==> src/rtl/core/nfcp_pkg.sv <==
// ---------------------------------------------------------------------------
// NFC response frame parser package
// Shared item types, status and opcode values, register indexes and the
// byte reversal helper.
// ---------------------------------------------------------------------------
package nfcp_pkg;

   // Request opcodes
   localparam logic OP_START = 1'b0;
   localparam logic OP_BYTE  = 1'b1;

   // Frame status codes
   typedef enum logic [1:0] {
      STATUS_OK       = 2'd0,
      STATUS_INVALID  = 2'd1,
      STATUS_NO_SPACE = 2'd2
   } status_type;

   // Configuration register indexes
   localparam int unsigned CSR_INDEX_W = 3;
   localparam logic [CSR_INDEX_W-1:0] CSR_BIT_REVERSE  = 3'd0;
   localparam logic [CSR_INDEX_W-1:0] CSR_PREAMBLE     = 3'd1;
   localparam logic [CSR_INDEX_W-1:0] CSR_START_FIRST  = 3'd2;
   localparam logic [CSR_INDEX_W-1:0] CSR_START_SECOND = 3'd3;
   localparam logic [CSR_INDEX_W-1:0] CSR_TO_HOST_TFI  = 3'd4;

   // Register reset values
   localparam logic       RST_BIT_REVERSE  = 1'b1;
   localparam logic [7:0] RST_PREAMBLE     = 8'h00;
   localparam logic [7:0] RST_START_FIRST  = 8'h00;
   localparam logic [7:0] RST_START_SECOND = 8'hFF;
   localparam logic [7:0] RST_TO_HOST_TFI  = 8'hD5;

   // Frame overhead covered by LEN besides the payload (TFI and response code)
   localparam logic [7:0] LEN_OVERHEAD = 8'd2;

   typedef struct packed {
      logic       bit_reverse_enable;
      logic [7:0] preamble_value;
      logic [7:0] start_code_first;
      logic [7:0] start_code_second;
      logic [7:0] to_host_identifier;
   } cfg_type;

   typedef struct packed {
      logic       op;
      logic [7:0] rx_byte;
      logic [7:0] command_code;
      logic [7:0] capacity;
   } req_item_type;

   typedef struct packed {
      logic       data_valid;
      logic [7:0] data_byte;
      logic [7:0] data_index;
      logic       done_res;
      logic [1:0] status;
      logic [7:0] payload_length;
   } rsp_item_type;

   // Reverse the bit order of one byte
   function automatic logic [7:0] rev8(input logic [7:0] b);
      logic [7:0] r;
      for (int i = 0; i < 8; i++) begin
         r[i] = b[7-i];
      end
      return r;
   endfunction

endpackage

==> src/rtl/core/nfcp_if.sv <==
// ---------------------------------------------------------------------------
// NFC response frame parser channel interfaces
// Valid/ready channels for parse requests and for parser responses.
// ---------------------------------------------------------------------------
interface nfcp_req_if;
   logic       valid;
   logic       ready;
   logic       op;
   logic [7:0] rx_byte;
   logic [7:0] command_code;
   logic [7:0] capacity;

   modport source (output valid, output op, output rx_byte, output command_code,
                   output capacity, input ready);
   modport sink   (input valid, input op, input rx_byte, input command_code,
                   input capacity, output ready);
endinterface

interface nfcp_rsp_if;
   logic       valid;
   logic       ready;
   logic       data_valid;
   logic [7:0] data_byte;
   logic [7:0] data_index;
   logic       done_res;
   logic [1:0] status;
   logic [7:0] payload_length;

   modport source (output valid, output data_valid, output data_byte,
                   output data_index, output done_res, output status,
                   output payload_length, input ready);
   modport sink   (input valid, input data_valid, input data_byte,
                   input data_index, input done_res, input status,
                   input payload_length, output ready);
endinterface

==> src/rtl/core/nfcp_parser.sv <==
// ---------------------------------------------------------------------------
// NFC response frame parser state machine
// Walks one response frame a byte at a time, checks header and checksums,
// and produces at most one response per accepted request.
// ---------------------------------------------------------------------------
module nfcp_parser
   import nfcp_pkg::*;
(
   input  logic         clock,
   input  logic         reset,
   input  cfg_type      cfg,
   input  logic         accept,
   input  req_item_type req,
   output logic         res_push,
   output rsp_item_type res
);

   typedef enum logic [3:0] {
      PH_IDLE, PH_PRE, PH_SC1, PH_SC2, PH_LEN, PH_LCS,
      PH_TFI, PH_PD0, PH_DATA, PH_DCS, PH_POST
   } phase_type;

   phase_type  phase_ff, phase_in;
   logic [7:0] expected_ff, expected_in;
   logic [7:0] room_ff, room_in;
   logic [7:0] length_ff, length_in;
   logic [7:0] sum_ff, sum_in;
   logic [7:0] count_ff, count_in;
   logic       skipping_ff, skipping_in;

   logic [7:0] b;
   logic [7:0] count_next;
   logic       fin;
   status_type fin_status;

   assign b          = cfg.bit_reverse_enable ? rev8(req.rx_byte) : req.rx_byte;
   assign count_next = count_ff + 8'd1;

   // Next state and response for the request being accepted
   always_comb begin
      phase_in    = phase_ff;
      expected_in = expected_ff;
      room_in     = room_ff;
      length_in   = length_ff;
      sum_in      = sum_ff;
      count_in    = count_ff;
      skipping_in = skipping_ff;
      fin         = 1'b0;
      fin_status  = STATUS_INVALID;
      res_push    = 1'b0;
      res         = '0;

      if (req.op == OP_START) begin
         expected_in = req.command_code + 8'd1;
         room_in     = req.capacity;
         length_in   = '0;
         sum_in      = '0;
         count_in    = '0;
         skipping_in = 1'b0;
         phase_in    = PH_PRE;
      end else begin
         case (phase_ff)
            PH_PRE: begin
               if (b != cfg.preamble_value) fin = 1'b1;
               else phase_in = PH_SC1;
            end
            PH_SC1: begin
               if (b != cfg.start_code_first) fin = 1'b1;
               else phase_in = PH_SC2;
            end
            PH_SC2: begin
               if (b != cfg.start_code_second) fin = 1'b1;
               else phase_in = PH_LEN;
            end
            PH_LEN: begin
               length_in = b;
               phase_in  = PH_LCS;
            end
            PH_LCS: begin
               // LEN + LCS must wrap to zero; short LEN is rejected too
               if ((length_ff + b) != 8'd0 || length_ff < LEN_OVERHEAD) begin
                  fin = 1'b1;
               end else begin
                  length_in = length_ff - LEN_OVERHEAD;
                  phase_in  = PH_TFI;
               end
            end
            PH_TFI: begin
               if (b != cfg.to_host_identifier) begin
                  fin = 1'b1;
               end else begin
                  sum_in   = b;
                  phase_in = PH_PD0;
               end
            end
            PH_PD0: begin
               if (b != expected_ff) begin
                  fin = 1'b1;
               end else begin
                  sum_in      = sum_ff + b;
                  count_in    = '0;
                  skipping_in = (length_ff > room_ff);
                  phase_in    = (length_ff == 8'd0) ? PH_DCS : PH_DATA;
               end
            end
            PH_DATA: begin
               count_in = count_next;
               if (count_next >= length_ff) phase_in = PH_DCS;
               if (!skipping_ff) begin
                  sum_in         = sum_ff + b;
                  res_push       = 1'b1;
                  res.data_valid = 1'b1;
                  res.data_byte  = b;
                  res.data_index = count_ff;
               end
            end
            PH_DCS: begin
               if (!skipping_ff && (sum_ff + b) != 8'd0) fin = 1'b1;
               else phase_in = PH_POST;
            end
            PH_POST: begin
               fin        = 1'b1;
               fin_status = skipping_ff ? STATUS_NO_SPACE : STATUS_OK;
            end
            default: begin
               phase_in = PH_IDLE;
            end
         endcase

         // Final response of the frame
         if (fin) begin
            phase_in           = PH_IDLE;
            skipping_in        = 1'b0;
            res_push           = 1'b1;
            res.done_res       = 1'b1;
            res.status         = fin_status;
            res.payload_length = (fin_status == STATUS_OK) ? length_ff : 8'd0;
         end
      end

      if (!accept) begin
         res_push = 1'b0;
      end
   end

   // Frame state
   always_ff @(posedge clock) begin
      if (reset) begin
         phase_ff    <= PH_IDLE;
         expected_ff <= '0;
         room_ff     <= '0;
         length_ff   <= '0;
         sum_ff      <= '0;
         count_ff    <= '0;
         skipping_ff <= 1'b0;
      end else if (accept) begin
         phase_ff    <= phase_in;
         expected_ff <= expected_in;
         room_ff     <= room_in;
         length_ff   <= length_in;
         sum_ff      <= sum_in;
         count_ff    <= count_in;
         skipping_ff <= skipping_in;
      end
   end

endmodule

==> src/rtl/core/nfcp_rsp_buf.sv <==
// ---------------------------------------------------------------------------
// NFC response frame parser response buffer
// Output register with a skid stage, so requests keep flowing while a
// response waits to be taken.
// ---------------------------------------------------------------------------
module nfcp_rsp_buf
   import nfcp_pkg::*;
(
   input  logic         clock,
   input  logic         reset,
   input  logic         push,
   input  rsp_item_type push_data,
   output logic         can_accept,
   nfcp_rsp_if.source   rsp_chan
);

   logic         out_valid_ff;
   rsp_item_type out_data_ff;
   logic         skid_valid_ff;
   rsp_item_type skid_data_ff;
   logic         out_free;

   assign out_free   = !out_valid_ff || rsp_chan.ready;
   assign can_accept = !skid_valid_ff;

   // Control: output register refills from skid first
   always_ff @(posedge clock) begin
      if (reset) begin
         out_valid_ff  <= 1'b0;
         skid_valid_ff <= 1'b0;
      end else if (out_free) begin
         out_valid_ff  <= skid_valid_ff || push;
         skid_valid_ff <= 1'b0;
      end else if (push) begin
         skid_valid_ff <= 1'b1;
      end
   end

   // Payload
   always_ff @(posedge clock) begin
      if (out_free) begin
         out_data_ff <= skid_valid_ff ? skid_data_ff : push_data;
      end else if (push) begin
         skid_data_ff <= push_data;
      end
   end

   assign rsp_chan.valid          = out_valid_ff;
   assign rsp_chan.data_valid     = out_data_ff.data_valid;
   assign rsp_chan.data_byte      = out_data_ff.data_byte;
   assign rsp_chan.data_index     = out_data_ff.data_index;
   assign rsp_chan.done_res       = out_data_ff.done_res;
   assign rsp_chan.status         = out_data_ff.status;
   assign rsp_chan.payload_length = out_data_ff.payload_length;

endmodule

==> src/rtl/core/nfc_response_frame_parser.sv <==
// Responses are registered: output register, or skid entry while rsp stalls.
// One request per cycle while skid is empty; frame state updated in a single pass.
// A two-entry output (register plus skid) lets requests continue while rsp stalls.
// Reset is synchronous, active high: parser idle, registers at default values.
// ---------------------------------------------------------------------------
// NFC response frame parser top level
// Configuration registers, frame parser and response buffer.
// ---------------------------------------------------------------------------
module nfc_response_frame_parser
   import nfcp_pkg::*;
(
   input  logic                   clock,
   input  logic                   reset,
   nfcp_req_if.sink               req_chan,
   nfcp_rsp_if.source             rsp_chan,
   input  logic                   csr_write_enable,
   input  logic [CSR_INDEX_W-1:0] csr_index,
   input  logic [7:0]             csr_write_data
);

   cfg_type      cfg_ff;
   req_item_type req;
   rsp_item_type res;
   logic         res_push;
   logic         can_accept;
   logic         accept;

   // Configuration registers
   always_ff @(posedge clock) begin
      if (reset) begin
         cfg_ff.bit_reverse_enable <= RST_BIT_REVERSE;
         cfg_ff.preamble_value     <= RST_PREAMBLE;
         cfg_ff.start_code_first   <= RST_START_FIRST;
         cfg_ff.start_code_second  <= RST_START_SECOND;
         cfg_ff.to_host_identifier <= RST_TO_HOST_TFI;
      end else if (csr_write_enable) begin
         case (csr_index)
            CSR_BIT_REVERSE:  cfg_ff.bit_reverse_enable <= csr_write_data[0];
            CSR_PREAMBLE:     cfg_ff.preamble_value     <= csr_write_data;
            CSR_START_FIRST:  cfg_ff.start_code_first   <= csr_write_data;
            CSR_START_SECOND: cfg_ff.start_code_second  <= csr_write_data;
            CSR_TO_HOST_TFI:  cfg_ff.to_host_identifier <= csr_write_data;
            default: ;
         endcase
      end
   end

   // Request handshake
   assign req_chan.ready   = can_accept;
   assign accept           = req_chan.valid && can_accept;
   assign req.op           = req_chan.op;
   assign req.rx_byte      = req_chan.rx_byte;
   assign req.command_code = req_chan.command_code;
   assign req.capacity     = req_chan.capacity;

   nfcp_parser u_parser (
      .clock    (clock),
      .reset    (reset),
      .cfg      (cfg_ff),
      .accept   (accept),
      .req      (req),
      .res_push (res_push),
      .res      (res)
   );

   nfcp_rsp_buf u_rsp_buf (
      .clock      (clock),
      .reset      (reset),
      .push       (res_push),
      .push_data  (res),
      .can_accept (can_accept),
      .rsp_chan   (rsp_chan)
   );

endmodule

==> src/flat_wrapper.sv <==
// flat-port wrapper written by rule: the top's interface ports become plain ports
module nfc_response_frame_parser_flat import nfcp_pkg::*;
  (clock, reset, csr_write_enable, csr_index, csr_write_data, req_chan_valid, req_chan_op, req_chan_rx_byte, req_chan_command_code, req_chan_capacity, req_chan_ready, rsp_chan_valid, rsp_chan_data_valid, rsp_chan_data_byte, rsp_chan_data_index, rsp_chan_done_res, rsp_chan_status, rsp_chan_payload_length, rsp_chan_ready);
  nfcp_req_if req_chan_i ();
  nfcp_rsp_if rsp_chan_i ();
  input  logic clock;
  input  logic reset;
  input  logic csr_write_enable;
  input  logic [CSR_INDEX_W-1:0] csr_index;
  input  logic [7:0] csr_write_data;
  input wire logic [$bits(req_chan_i.valid)-1:0] req_chan_valid;
  input wire logic [$bits(req_chan_i.op)-1:0] req_chan_op;
  input wire logic [$bits(req_chan_i.rx_byte)-1:0] req_chan_rx_byte;
  input wire logic [$bits(req_chan_i.command_code)-1:0] req_chan_command_code;
  input wire logic [$bits(req_chan_i.capacity)-1:0] req_chan_capacity;
  output wire logic [$bits(req_chan_i.ready)-1:0] req_chan_ready;
  output wire logic [$bits(rsp_chan_i.valid)-1:0] rsp_chan_valid;
  output wire logic [$bits(rsp_chan_i.data_valid)-1:0] rsp_chan_data_valid;
  output wire logic [$bits(rsp_chan_i.data_byte)-1:0] rsp_chan_data_byte;
  output wire logic [$bits(rsp_chan_i.data_index)-1:0] rsp_chan_data_index;
  output wire logic [$bits(rsp_chan_i.done_res)-1:0] rsp_chan_done_res;
  output wire logic [$bits(rsp_chan_i.status)-1:0] rsp_chan_status;
  output wire logic [$bits(rsp_chan_i.payload_length)-1:0] rsp_chan_payload_length;
  input wire logic [$bits(rsp_chan_i.ready)-1:0] rsp_chan_ready;
  assign req_chan_i.valid = req_chan_valid;
  assign req_chan_i.op = req_chan_op;
  assign req_chan_i.rx_byte = req_chan_rx_byte;
  assign req_chan_i.command_code = req_chan_command_code;
  assign req_chan_i.capacity = req_chan_capacity;
  assign req_chan_ready = req_chan_i.ready;
  assign rsp_chan_valid = rsp_chan_i.valid;
  assign rsp_chan_data_valid = rsp_chan_i.data_valid;
  assign rsp_chan_data_byte = rsp_chan_i.data_byte;
  assign rsp_chan_data_index = rsp_chan_i.data_index;
  assign rsp_chan_done_res = rsp_chan_i.done_res;
  assign rsp_chan_status = rsp_chan_i.status;
  assign rsp_chan_payload_length = rsp_chan_i.payload_length;
  assign rsp_chan_i.ready = rsp_chan_ready;
  nfc_response_frame_parser u_core (.clock(clock), .reset(reset), .req_chan(req_chan_i), .rsp_chan(rsp_chan_i), .csr_write_enable(csr_write_enable), .csr_index(csr_index), .csr_write_data(csr_write_data));
endmodule
==> config.mk <==
export PLATFORM = sky130hd
export DESIGN_NAME = nfc_response_frame_parser_flat
export DESIGN_NICKNAME = d
export VERILOG_FILES = /design/src/rtl/core/nfcp_pkg.sv /design/src/rtl/core/nfcp_if.sv /design/src/rtl/core/nfcp_parser.sv /design/src/rtl/core/nfcp_rsp_buf.sv /design/src/rtl/core/nfc_response_frame_parser.sv /design/src/flat_wrapper.sv
export SDC_FILE = /design/constraint.sdc
export NUM_CORES = 1
export LEC_CHECK = 0
export BUFFER_PORTS_ARGS = -buffer_cell sky130_fd_sc_hd__buf_4
export CAP_MARGIN = 5
export CORE_MARGIN = 8
export CORE_UTILIZATION = 65
export CTS_CLUSTER_DIAMETER = 80
export DETAILED_ROUTE_END_ITERATION = 10
export GPL_TIMING_DRIVEN = 0
export PLACE_DENSITY = 0.92
export SETUP_SLACK_MARGIN = 0.15
export SLEW_MARGIN = 20
export SYNTH_ARGS = -nofsm -noshare
export SYNTH_HDL_FRONTEND = slang
export SYNTH_SLANG_ARGS = --single-unit
export TNS_END_PERCENT = 100
==> constraint.sdc <==
create_clock -name clock -period 17.8 [get_ports clock]
set_input_delay 3.56 -clock clock [delete_from_list [all_inputs] [get_ports clock]]
set_output_delay 3.56 -clock clock [all_outputs]
set_load 0.05 [all_outputs]
-- Yosys cells after proc, flatten, opt, wreduce, memory -nomap -nowiden
Index checks and enable logic that the tools add are counted.
- bits in registers: 136
- output and inout bits: 30
- input port bits: 41
- word-level logic and storage cells: 150
- bitwise gates (word level): 2
- order comparisons: 3
- multiplexer cells: 51
- eq/ne operators: 37
- reduce and logical (&&, ||, !) cells: 26
- add/subtract/negate cells: 5
- operators by type and width (kind ; count):
    $mux 8 ; 10
    $mux 28 ; 2
    $mux 4 ; 10
    $ne 8x8->1 ; 5
    $pmux 4 s10 ; 1
    $mux 17 ; 2
    $ne 4x4->1 const B ; 8
    $pmux 8 s2 ; 2
    $pmux 8 s3 ; 1
    $mux 1 ; 18
    $add 8x1->8 const B ; 2
    $add 8x8->8 ; 2
    $eq 4x3->1 const B ; 4
    $reduce_bool 8->1 ; 2
    $ne 3x3->1 const B ; 5
    $reduce_and 2->1 ; 7
    $eq 4x4->1 const B ; 3
    $mux 11 ; 1
    $reduce_and 10->1 ; 1
    $ne 3x1->1 const B ; 3
    $reduce_and 3->1 ; 3
    $eq 4x2->1 const B ; 2
    $ge 8x8->1 ; 1
    $gt 8x8->1 ; 1
    19 further kinds ; 28

-- Depth between registers and ports, before layout
- depth in word-level cells: 11
- gate-level depth with buffers: 14
- depth with buffers taken out: 12

-- Modules after synthesis
A second synthesis with hierarchy kept.
- cell total of the unflattened synthesis: 880
- area, all modules: 8380.5 um2
- modules (own cells, without submodules) (module ; area each (um2) ; cells an instance ; seq. area each (um2) ; times used):
    nfcp_parser ; 4777.1 ; 651 ; 900.9 ; 1
    nfcp_rsp_buf ; 2209.6 ; 96 ; 1721.7 ; 1
    nfc_response_frame_parser ; 1393.8 ; 133 ; 660.6 ; 1

-- Worst setup path before layout
No wires, ideal clock.
- kind: input -> register
- start point: input port req_chan_rx_byte[3]
- end point: register u_core.u_rsp_buf.skid_data_ff[0] (netlist name) (enable)
- stages: 11
- required time: 17.352 ns
- setup time: 0.448 ns
- buffers on the path: 0
- path slack: 9.678 ns
- arrival: 7.674 ns
- cell sequence: mux2i_2 > inv_1 > ha_1 > a21o_1 > a21o_2 > a221oi_1 > xnor2_1 > o31ai_2 > a41oi_2 > nor2_1 > nor3_1
- longest elaborated chain between the ends: 11
- elaborated cells between the ends (all ways): 25
- classes of those cells: 2 x add/sub; 5 x eq/ne; 13 x mux; 5 x reduce/logical
- RTL lines (item ; RTL line ; text):
    from (decl) ; flat_wrapper.sv:13 ; input wire logic [$bits(req_chan_i.rx_byte)-1:0] req_chan_rx_byte;
    $mux 8 * ; nfcp_parser.sv:36 ; assign b = cfg.bit_reverse_enable ? rev8(req.rx_byte) : req.rx_byte;
    $add 8x8->8, on equally long branches ; nfcp_parser.sv:118, nfcp_parser.sv:81 ;
    $reduce_bool 8->1, on equally long branches ; nfcp_parser.sv:118, nfcp_parser.sv:81 ;
    $logic_and 1x1->1 or $logic_or 1x1->1 (tied branches) ; nfcp_parser.sv:118, nfcp_parser.sv:81 ;
    $mux 1, on equally long branches ; nfcp_parser.sv:118, nfcp_parser.sv:81 ;
    $pmux 1 s8 * ; nfcp_parser.sv:62 ; case (phase_ff)
    $mux 1 * ; nfcp_parser.sv:53 ; if (req.op == OP_START) begin
    $mux 1 * ; nfcp_parser.sv:131 ; if (fin) begin
    $mux 1 * ; nfcp_parser.sv:53 ;
    $mux 1 * ; nfcp_parser.sv:141 ; if (!accept) begin
    $reduce_and 2->1 (no source line) * ; - ;
    to (signal assigned) ; nfcp_rsp_buf.sv:44 ; skid_data_ff <= push_data;
    to (decl) ; nfcp_rsp_buf.sv:20 ; rsp_item_type skid_data_ff;
Mark *: on every way between the ends. The rest lies on a longest branch, timed or not. The select of a mux whose other input is x is not followed.
A chain may end at the register's enable or synchronous reset.

-- Worst setup path in the final report
- start point: input port req_chan_rx_byte[3]
- end point: register u_core.u_rsp_buf.skid_data_ff[4] (netlist name) (enable)
The elaborated chain is that of the path after synthesis.

==> impl_results.md <==
* I/O pins at 71
* Dominant delay contributor by cell family on the critical path: compound AO/OA/AOI/OAI gates
* Critical-path maximum fanout at 10
* Compound-Gate Fraction of Synth Area at 13.5%
* Post-Synth Adder-Cell Area at 5.71%
* HP Start: u_core.u_parser.room_ff[4]$_SDFFE_PP0P_
* Worst-case headroom to the max-slew limit at 32.1%
* Critical path startpoint: req_chan_rx_byte[3]
* CTS tree: done
* Buffers added on ports at 70
* Antenna violations before repair at 0
* Fraction of the yosys area taken by sequential cells at 41.4%
* Critical path data arrival time at 7.65 ns
* Slowest cell on crit path: sky130_fd_sc_hd__nor3_2
* Routed vias at 6991
* Delay of the slowest cell on the worst path at 0.68 ns
* Post-detailed-placement cell area at 8660 um^2
* Cell area after layout at 9190 um^2
* Setup Crit Path Kind: input port to register
* Endpoint kind of the worst setup timing path: register
* Maximum level of the CTS H-tree at 4
* Reg-to-Reg Start: u_core.cfg_ff[32]$_SDFFE_PP1P_
* Count of buffers added by post-CTS timing repair for setup at 0
* Pre-Repair DR Iteration Count at 6
* Netlist Area Pre-Place at 7930 um^2
* Max-capacitance violation count at 0
* Distinct cell type count of the synthesized netlist at 73
* Synth warnings at 0
* Power per cell area at 79.5 nW/um^2
* Instance count of the mapped netlist at 873
* Post-route setup TNS at 0 ns
* Overall Global Routing Usage at 25.4%
* Worst-skew pair later-pin latency at 0.42 ns
* Maximum number of pins on one net before global-route repair at 32
* Layout Skew at 0.0107 ns
* Number of hold buffers added after CTS at 0
* Tmin final at 7.53 ns
* Setup-violating endpoint count in the final report at 0
* Final HPWL DP at 14.6 mm
* Highest achievable clock rate at 133 MHz
* Number of enable-type register cells in the synthesized netlist at 56
* Clock net sink count at 136
* Detailed-route wire length per cell at 18.2 um
* Main area contributors after synthesis: sky130_fd_sc_hd__edfxtp_1 (21%), sky130_fd_sc_hd__dfxtp_1 (20%), sky130_fd_sc_hd__nand2_1 (6.8%), sky130_fd_sc_hd__ha_1 (5.2%), sky130_fd_sc_hd__xnor2_1 (4.8%)
* Sum of buffers and inverters on the critical path at 3
* Overflow left after global routing at 0
* Hold Slack at 0.455 ns
* Area enclosed by the die boundary at 16000 um^2
* Initial core utilization at 66.3%
* Number of buffers created by CTS at 17
* Fraction of synthesis flops using an asynchronous set or reset pin at 0%
* Most Frequent Cell on Critical Path: sky130_fd_sc_hd__buf_4
* Startpoint class of the critical path: input port
* Number of storage elements in the synthesis netlist at 136
* Final routed DRC violation total at 0
* Post-route antenna net violation count at 0
* Vias in the first global route at 6688
* CP required at 17.92 ns
* Post-synth top area cell: sky130_fd_sc_hd__edfxtp_1
* Slew @ Worst Pin at 1.01 ns
* Prevailing post-synth register cell: sky130_fd_sc_hd__dfxtp_1
* Per-cell via count in the routed design at 6.22
* Status: complete, no violations
* Diode count at 0
* Share of layout cells above drive strength 1 at 14.8%
* Multiplexer area fraction after synthesis at 5.03%
* Library cell with the highest instance count after synthesis: sky130_fd_sc_hd__nand2_1
* Count of fill cells added during filler insertion at 770
* Area fraction of the dominant cell type after synthesis at 21.2%
* Clock-pin slew on the worst setup and hold paths at 0.06 ns
* Die Width at 126 um
* Total detailed-routing wirelength at 20.5 mm
* Root buf cell: sky130_fd_sc_hd__clkbuf_16
* Relative area change from synthesis to final layout at 15.9%
* Simple-gate share of the synthesized area at 24.5%
* Type of the worst min-delay path: register to register
* Buffer levels on the longest clock path at 2
* RSZ-0062 raised after global routing: no
* Synthesized net count at 949
* Final critical-path share of the clock period at 42.3%
* Final Worst Setup Slack at 10.27 ns
* Final max-slew violation count at 0
* Static power due to leakage at 3.70 nW
* Dominant combinational cell family by area after synthesis: simple AND/OR/NAND/NOR gates
* Die extent in y at 126 um
* Pre-CTS worst setup slack at 10.01 ns
* XOR/XNOR share of the synthesized area at 5.97%
* Total Nets Final at 1040
* Starting DRT DRC Count at 564
* Highest ir drop seen on vdd at 0.0000533 V
* Hold violation total from the final report at 0
* Wire length of the first global-routing pass at 32.8 mm
* Floorplan Core Area at 12000 um^2
* Post-cts sizing count at 0
* Most frequent cells after synthesis: sky130_fd_sc_hd__nand2_1 (143), sky130_fd_sc_hd__dfxtp_1 (80), sky130_fd_sc_hd__nor2_1 (75)
* Total number of placement rows at 40
* Avg Cell Area, Syn at 9.08 um^2
* Cell-by-cell listing of the critical path: buf_4, mux2i_2, inv_1, ha_1, a21o_1, a21o_2, a221oi_1, xnor2_1, o31ai_2, a41oi_2, nor2_1, nor3_2, buf_4
* Routability congestion estimate from global placement at 0.906
## per-layer routing
metal / up-vias / global-route usage, % / part of all wire, %
met5: - / 0 / 0
met4: 0 / 10.0 / 2.8
met3: 60 / 7.21 / 9.0
met2: 346 / 42.1 / 48
met1: 3260 / 30.5 / 41
li1: 3325 / - / -
## layout make-up
type	instances	area [um^2]	share of cell area (%)
buffer	42	184	2.00
timing repair buffer	72	544	5.92
clock buffer	19	433	4.71
multi-input combinational	663	4360	47.4
inverter	32	120	1.31
tap	147	184	2.00
clock inverter	13	82.6	0.899
sequential	136	3280	35.7
## cell usage in the layout, fill, tap and decap left out, drive strengths merged, types with 17 or more instances in the layout
cell type and count:
nand2 143, dfxtp 80, buf 79, nor2 75, edfxtp 56, clkbuf 54
a21oi 49, xnor2 43, ha 33, inv 33, o21ai 31, mux2i 24
nor4bb 20, nor3 18, a211oi 17
## through the flow
stage                     util, %  cells  total power, mW
final                        76.8   1124            0.731
after floorplan                 -    873            0.398
after CTS                    76.7   1124            0.729
after global placement       72.2   1090            0.424
after detailed placement     72.4   1092            0.427
after global routing         76.8   1124            0.752
## sequential cells by signal, summed over array words and instances, names as in the netlist, 2 cells and up
| signal | flops |
|---|---|
| u_core.u_parser.expected_ff | 8 |
| u_core.u_rsp_buf.rsp_chan.status | 2 |
| u_core.u_parser.phase_ff | 4 |
| u_core.cfg_ff | 33 |
| u_core.u_parser.length_ff | 8 |
| u_core.u_rsp_buf.rsp_chan.payload_length | 8 |
| u_core.u_parser.sum_ff | 8 |
| u_core.u_parser.count_ff | 8 |
| u_core.u_rsp_buf.rsp_chan.data_byte | 8 |
| u_core.u_parser.room_ff | 8 |
| u_core.u_rsp_buf.rsp_chan.data_index | 8 |
| u_core.u_rsp_buf.skid_data_ff | 28 |
## cells by family after synthesis
logic type / Yosys count
multiplexers: 35
AND/OR/NAND/NOR: 377
XOR/XNOR: 54
flip-flops: 136
AO/OA/AOI/OAI: 162
buffers and inverters: 74
adder cells (fa/ha/maj): 35
## path summary, 6_finish.rpt
check / end / slack, ns / cells past startpoint
worst min-delay path: u_core.u_parser.room_ff[4]$_SDFFE_PP0P_ / 0.45 / 2
worst min register to register: u_core.u_parser.room_ff[4]$_SDFFE_PP0P_ / 0.45 / 2
worst max register to register: u_core.u_rsp_buf.skid_data_ff[4]$_DFFE_PP_ / 12.97 / 14
worst max-delay path: u_core.u_rsp_buf.skid_data_ff[4]$_DFFE_PP_ / 10.27 / 13
## power by group
group          leakage, nW  internal, mW  switching [mW]  total [mW]
logic                 2.21        0.0355          0.0527      0.0882
registers             1.24         0.329         0.00571       0.335
clock network        0.250         0.176           0.132       0.308
## tightest hold or removal path, stage by stage (launching register included)
cell and delay, ns:
sky130_fd_sc_hd__dfxtp_1 0.31, sky130_fd_sc_hd__nand2_1 0.05, sky130_fd_sc_hd__a21oi_1 0.05
Note: power is estimated with default switching activity, not from simulation.
